[src/hw/rtl/rizb_pkg.sv]
// rizb_pkg: shared types and constants of the range image z-buffer core
// no dependencies; used by rizb_mac and range_image_zbuffer_projection_core
`default_nettype none

package rizb_pkg;

	// default image store size
	localparam int DEF_MAX_COLS = 1024;
	localparam int DEF_MAX_ROWS = 64;

	// quotient bits of the projection divider (covers the largest store side)
	localparam int DIV_QW = 13;

	// accumulator width of the shared multiply-accumulate unit
	localparam int MAC_OW = 51;

	// item function codes
	localparam logic [1:0] FUNC_INSERT = 2'd0;
	localparam logic [1:0] FUNC_READ   = 2'd1;
	localparam logic [1:0] FUNC_CLEAR  = 2'd2;

	// result outcome codes
	localparam logic [1:0] OUT_STORED = 2'd0;
	localparam logic [1:0] OUT_HIDDEN = 2'd1;
	localparam logic [1:0] OUT_OFF    = 2'd2;
	localparam logic [1:0] OUT_DONE   = 2'd3;

	// configuration register indexes
	localparam logic [2:0] CFG_FOCAL_X  = 3'd0;
	localparam logic [2:0] CFG_FOCAL_Y  = 3'd1;
	localparam logic [2:0] CFG_CENTER_X = 3'd2;
	localparam logic [2:0] CFG_CENTER_Y = 3'd3;
	localparam logic [2:0] CFG_COLS     = 3'd4;
	localparam logic [2:0] CFG_ROWS     = 3'd5;

	// control of one multiply-accumulate step
	typedef struct packed {
		logic valid;
		logic first;
		logic neg;
	} mac_ctl_t;

endpackage

`default_nettype wire

[src/hw/rtl/rizb_mac.sv]
// rizb_mac: shared 25x25 signed multiplier with registered product and accumulator
// depends on rizb_pkg
`default_nettype none

module rizb_mac (
	input  wire logic                                 clk,
	input  wire logic                                 arst_n,
	input  wire logic signed [24:0]                   op_a,
	input  wire logic signed [24:0]                   op_b,
	input  wire rizb_pkg::mac_ctl_t                   ctl,
	output logic signed [rizb_pkg::MAC_OW-1:0]        acc
);
	import rizb_pkg::*;

	logic signed [49:0]        prod_s1;
	mac_ctl_t                  ctl_s1;
	logic signed [MAC_OW-1:0]  acc_q;
	logic signed [MAC_OW-1:0]  prod_ext;
	logic signed [MAC_OW-1:0]  base;

	// product stage
	always_ff @(posedge clk or negedge arst_n) begin
		if (!arst_n) begin
			ctl_s1  <= '0;
			prod_s1 <= '0;
		end else begin
			ctl_s1  <= ctl;
			prod_s1 <= op_a * op_b;
		end
	end

	// accumulate stage
	always_comb begin
		prod_ext = {{(MAC_OW-50){prod_s1[49]}}, prod_s1};
		base     = ctl_s1.first ? '0 : acc_q;
	end

	always_ff @(posedge clk or negedge arst_n) begin
		if (!arst_n) begin
			acc_q <= '0;
		end else if (ctl_s1.valid) begin
			acc_q <= ctl_s1.neg ? (base - prod_ext) : (base + prod_ext);
		end
	end

	assign acc = acc_q;

endmodule

`default_nettype wire
[config.mk]
export PLATFORM = sky130hd
export DESIGN_NAME = rizb_mac
export DESIGN_NICKNAME = d
export VERILOG_FILES = /design/src/hw/rtl/rizb_pkg.sv /design/src/hw/rtl/rizb_mac.sv
export SDC_FILE = /design/constraint.sdc
export NUM_CORES = 2
export LEC_CHECK = 0
export BUFFER_PORTS_ARGS = -buffer_cell sky130_fd_sc_hd__buf_2
export CAP_MARGIN = 20
export CORE_UTILIZATION = 45
export DETAILED_ROUTE_END_ITERATION = 8
export GPL_ROUTABILITY_DRIVEN = 0
export HOLD_SLACK_MARGIN = 0.08
export PLACE_DENSITY = 0.65
export SYNTH_ARGS = -nofsm -noshare
export SYNTH_HDL_FRONTEND = slang
export SYNTH_SLANG_ARGS = --single-unit
[constraint.sdc]
create_clock -name clk -period 5.7 [get_ports clk]
set_input_delay 1.425 -clock clk [delete_from_list [all_inputs] [get_ports clk]]
set_output_delay 1.425 -clock clk [all_outputs]
set_load 0.02 [all_outputs]
Word-level counts from Yosys, hierarchy flattened --
Cells that the tools add are included.
Operators by class: add/subtract/negate cells 2, $mul 1, multiplexer cells 2
Operators with widths (number):
- two-way mux 51 bit | 2
- adder 51 x 50 -> 51 bit | 1
- subtractor 51 x 50 -> 51 bit | 1
- multiplier 25 x 25 -> 50 bit | 1
Word-level totals: register bits after elaboration 104, bits of input ports 55, output and inout port bits 51, word-level logic and storage cells 10

Logic depth before layout (Yosys ltp) --
word-level depth 3, depth in mapped cells 30, depth with buffers taken out 27

Least setup slack after synthesis --
No wires, ideal clock.
path kind input port to flip-flop, from input op_b[4], to register prod_s1[46], setup time 0.080 ns, arrival time 7.785 ns, required time 5.620 ns, path slack -2.165 ns, stages 27, buffers on the path 2, path through clkbuf_1 -> clkbuf_1 -> nand2_1 -> fa_1 -> inv_1 -> fa_1 -> inv_1 -> fa_1 -> fa_1 -> inv_1 -> fa_1 -> fa_1 -> inv_1 -> fa_1 -> inv_1 -> ha_1 -> a21o_1 -> a21oi_1 -> nor2_1 -> a211oi_1 -> o32ai_1 -> a21o_1 -> a21o_1 -> a21o_1 -> a21o_1 -> a211oi_1 -> xnor2_1
On the way: longest elaborated chain between the ends 1
Ends and longest elaborated chain:
- start, declared | RTL line rizb_mac.sv:9 | input wire logic signed [24:0] op_b,
- multiplier 25 x 25 -> 50 bit | RTL line rizb_mac.sv:28 | prod_s1 <= op_a * op_b;
- end signal, assigned | RTL line rizb_mac.sv:28
- end, declared | RTL line rizb_mac.sv:15 | logic signed [49:0] prod_s1;
No other way between the ends. A chain may end at the register's enable or synchronous reset.

Final worst setup path --
from input op_a[6], to register prod_s1[46]
On the way: longest elaborated chain between the ends 1
Ends and longest elaborated chain:
- start, declared | RTL line rizb_mac.sv:8 | input wire logic signed [24:0] op_a,
- multiplier 25 x 25 -> 50 bit | RTL line rizb_mac.sv:28
No other way between the ends.

==> flow_metrics.env <==
export IMPL_slew_violations=0
export IMPL_port_buffers=105
export IMPL_worst_pin_slew_ps=723
export IMPL_yosysMostFrequentCell="inv_1"
export IMPL_critPathKind="primary input to flop"
export IMPL_ant_nets=0
export IMPL_drc_errors=0
export IMPL_overflow=0
export IMPL_cts_max_level=3
export IMPL_violations="setup timing"
export IMPL_filler_cell_count=5781
export IMPL_met3_length_mm=5.05
export IMPL_relSlewSlack_pct=51.8
export IMPL_dr_pass1_iters=5
export IMPL_die_area_um2=67600
export IMPL_tritoncts="yes"
export IMPL_fp_dieW_um=260
export IMPL_cp_max_fo=10
export IMPL_ys_top_cells_by_count="inv_1 (680), fa_1 (659), nand2_1 (359), and2_1 (307), ha_1 (192)"
export IMPL_grt_pass1_wl_mm=126
export IMPL_rr_endpoint="acc[49]"
export IMPL_hp_start="acc[45]"
export IMPL_synth_async_reset_ratio_pct=100
export IMPL_clock_path_buffers=2
export IMPL_viasPerCell=5.09
export IMPL_fin_skew_ps=8.77
export IMPL_area_delta_synth_final_pct=20.1
export IMPL_wl_met1_mm=35.3
export IMPL_rr_startpoint="prod_s1[2]"
export IMPL_worstHoldPathType="flop to flop"
export IMPL_yosysTopAreaCellShare_pct=44.1
export IMPL_finalInstanceArea_um2=36000
export IMPL_antenna_cells=0
export IMPL_cts_clk_slew_worst_paths_ps=70
export IMPL_synthesis_nets=4145
export IMPL_setup_ws_ps=-1730
export IMPL_synth_cell_types=71
export IMPL_clock_sinks=104
export IMPL_first_iter_violations=1161
export IMPL_ys_seq_area_share_pct=8.69
export IMPL_antenna_found_initial=1
export IMPL_postPlaceCellArea_um2=33600
export IMPL_drive_above_1_share_pct=21.5
export IMPL_synth_cells=3239
export IMPL_crit_buf_inv=6
export IMPL_grt_max_degree=56
export IMPL_grtUsageTotal_pct=23.4
export IMPL_yosysTopAreaCell="fa_1"
export IMPL_startpoint_type="primary input"
export IMPL_whs_endpoint="acc[45]"
export IMPL_num_vias=22543
export IMPL_die_height_um=260
export IMPL_synth_top_flop_cell="dfrtp_1"
export IMPL_required_ps=5980
export IMPL_critPathSlowestCell="fa_1"
export IMPL_drt_wl_total_mm=76.0
export IMPL_io_pins=106
export IMPL_r2r_cells=18
export IMPL_ys_top_cells_by_area="fa_1 (44%), dfrtp_1 (8.7%), inv_1 (8.5%)"
export IMPL_hold_violations=0
export IMPL_crit_arrival_ps=7710
export IMPL_outcome="finished, violations left"
export IMPL_root_buffer="clkbuf_16"
export IMPL_synth_area_per_cell_um2=9.25
export IMPL_end_kind="flop"
export IMPL_drv_cap=0
export IMPL_ys_ff_latch=104
export IMPL_hold_depth=1
export IMPL_core_um2=65700
export IMPL_mappedNetlistArea_um2=29900
export IMPL_highest_layer="met4"
export IMPL_clk_latency_ps=360
export IMPL_hpwl_mm=64.3
export IMPL_nets=4468
export IMPL_row_count=94
export IMPL_dr_wl_met2_mm=34.6
export IMPL_rsz0062_at_grt="yes"
export IMPL_synth_edf_count=0
export IMPL_cts_hold_buf=0
export IMPL_max_freq_mhz=135
export IMPL_max_stage_delay_ps=550
export IMPL_yosysWarningCount=0
export IMPL_grt_pass1_vias=24176
export IMPL_setup_viol=38
export IMPL_crit_top_cell="fa_1"
export IMPL_wl_per_cell_um=17.1
export IMPL_start_util_pct=45.5
export IMPL_critPathTopFamily="adder cells"
export IMPL_numCtsBuffers=9
export IMPL_final_min_clock_period_ps=7430
export IMPL_min_period_over_period_pct=130
export IMPL_r2r_setup_slack_ps=600
-- area by class of cell --
| cell class | count | area, um^2 | area share [%] |
|---|---|---|---|
| clock inverter | 6 | 71.3 | 0.198 |
| clock buffer | 10 | 239 | 0.665 |
| sequential | 104 | 2600 | 7.24 |
| tap | 864 | 1080 | 3.01 |
| inverter | 680 | 2550 | 7.11 |
| timing repair buffer | 455 | 4050 | 11.3 |
| multi-input combinational | 2312 | 25400 | 70.5 |
-- routing by layer --
layer	up-vias	GRT usage, %
met5	-	0
met4	0	4.25
met3	64	4.21
met2	601	37.4
met1	11440	33.5
li1	10438	-
-- cells in the final DEF, fill, tap and decap left out, drive strengths merged, types with 15 or more instances in the layout --
| cell type | count |
|---|---|
| xor2 | 32 |
| nor2b | 72 |
| clkbuf | 15 |
| inv | 683 |
| a21o | 51 |
| mux2 | 40 |
| o21ai | 49 |
| a31oi | 18 |
| nor3 | 17 |
| nand3 | 22 |
| fa | 659 |
| dfrtp | 104 |
| buf | 450 |
| ha | 192 |
| nand2b | 16 |
| nor2 | 80 |
| nand4 | 16 |
| a21oi | 131 |
| xnor2 | 120 |
| nand2 | 359 |
| and2 | 307 |
-- sequential cells by signal, summed over array words and instances, names as in the netlist --
name,flops
ctl_s1,3
acc,51
prod_s1,50
-- logic make-up (layout without fill, tap and decap cells) --
group | count (synthesis) | in the layout | share of synthesized area, %
compound gates | 334 | 334 | 7.03
flops | 104 | 104 | 8.69
fa+ha+maj | 851 | 851 | 52.1
simple gates | 932 | 932 | 15.8
xor+xnor | 152 | 152 | 4.45
buf+inv | 823 | 1151 | 10.3
mux | 43 | 43 | 1.60
-- metrics by stage --
step	TNS (ps)	instances	utilization [%]	setup WS, ps	hold WS [ps]
after floorplan	-41560	3239	-	-1660	595
final	-45260	4431	54.7	-1730	527
after global routing	-51530	4431	54.7	-1890	554
after CTS	-42710	4423	53.9	-1600	535
after detailed placement	-64860	4359	51.2	-2190	516
after global placement	-63240	4359	51.2	-2100	505
-- worst register-to-register path, delay by kind of cell (launching register included) --
| kind | cells | cell delay, ps |
|---|---|---|
| simple gates | 5 | 1390 |
| mux | 1 | 230 |
| xor+xnor | 1 | 320 |
| compound gates | 10 | 2310 |
| flops | 1 | 430 |
| fa+ha+maj | 1 | 350 |
-- worst max-delay path by stage --
stage                        start     endpoint  slack (ps)  depth (start not counted)
after floorplan            op_b[3]  prod_s1[48]       -1660                         24
after global routing       op_a[7]  prod_s1[46]       -1890                         25
after detailed placement  op_a[14]  prod_s1[44]       -2190                         22
after CTS                 op_a[10]  prod_s1[46]       -1600                         25
final                      op_a[6]  prod_s1[46]       -1730                         25
after global placement     op_b[3]  prod_s1[49]       -2100                         22
-- repair_timing --
action,4_1_cts,5_1_grt
pin swaps,86,51
buffers inserted,46,13
resized for setup,293,121
cloned,3,2
setup endpoints to repair,39,41
Power is left out: the tool's default activity adds up to more than one toggle a clock period on the data nets, which glitch-free logic cannot reach.
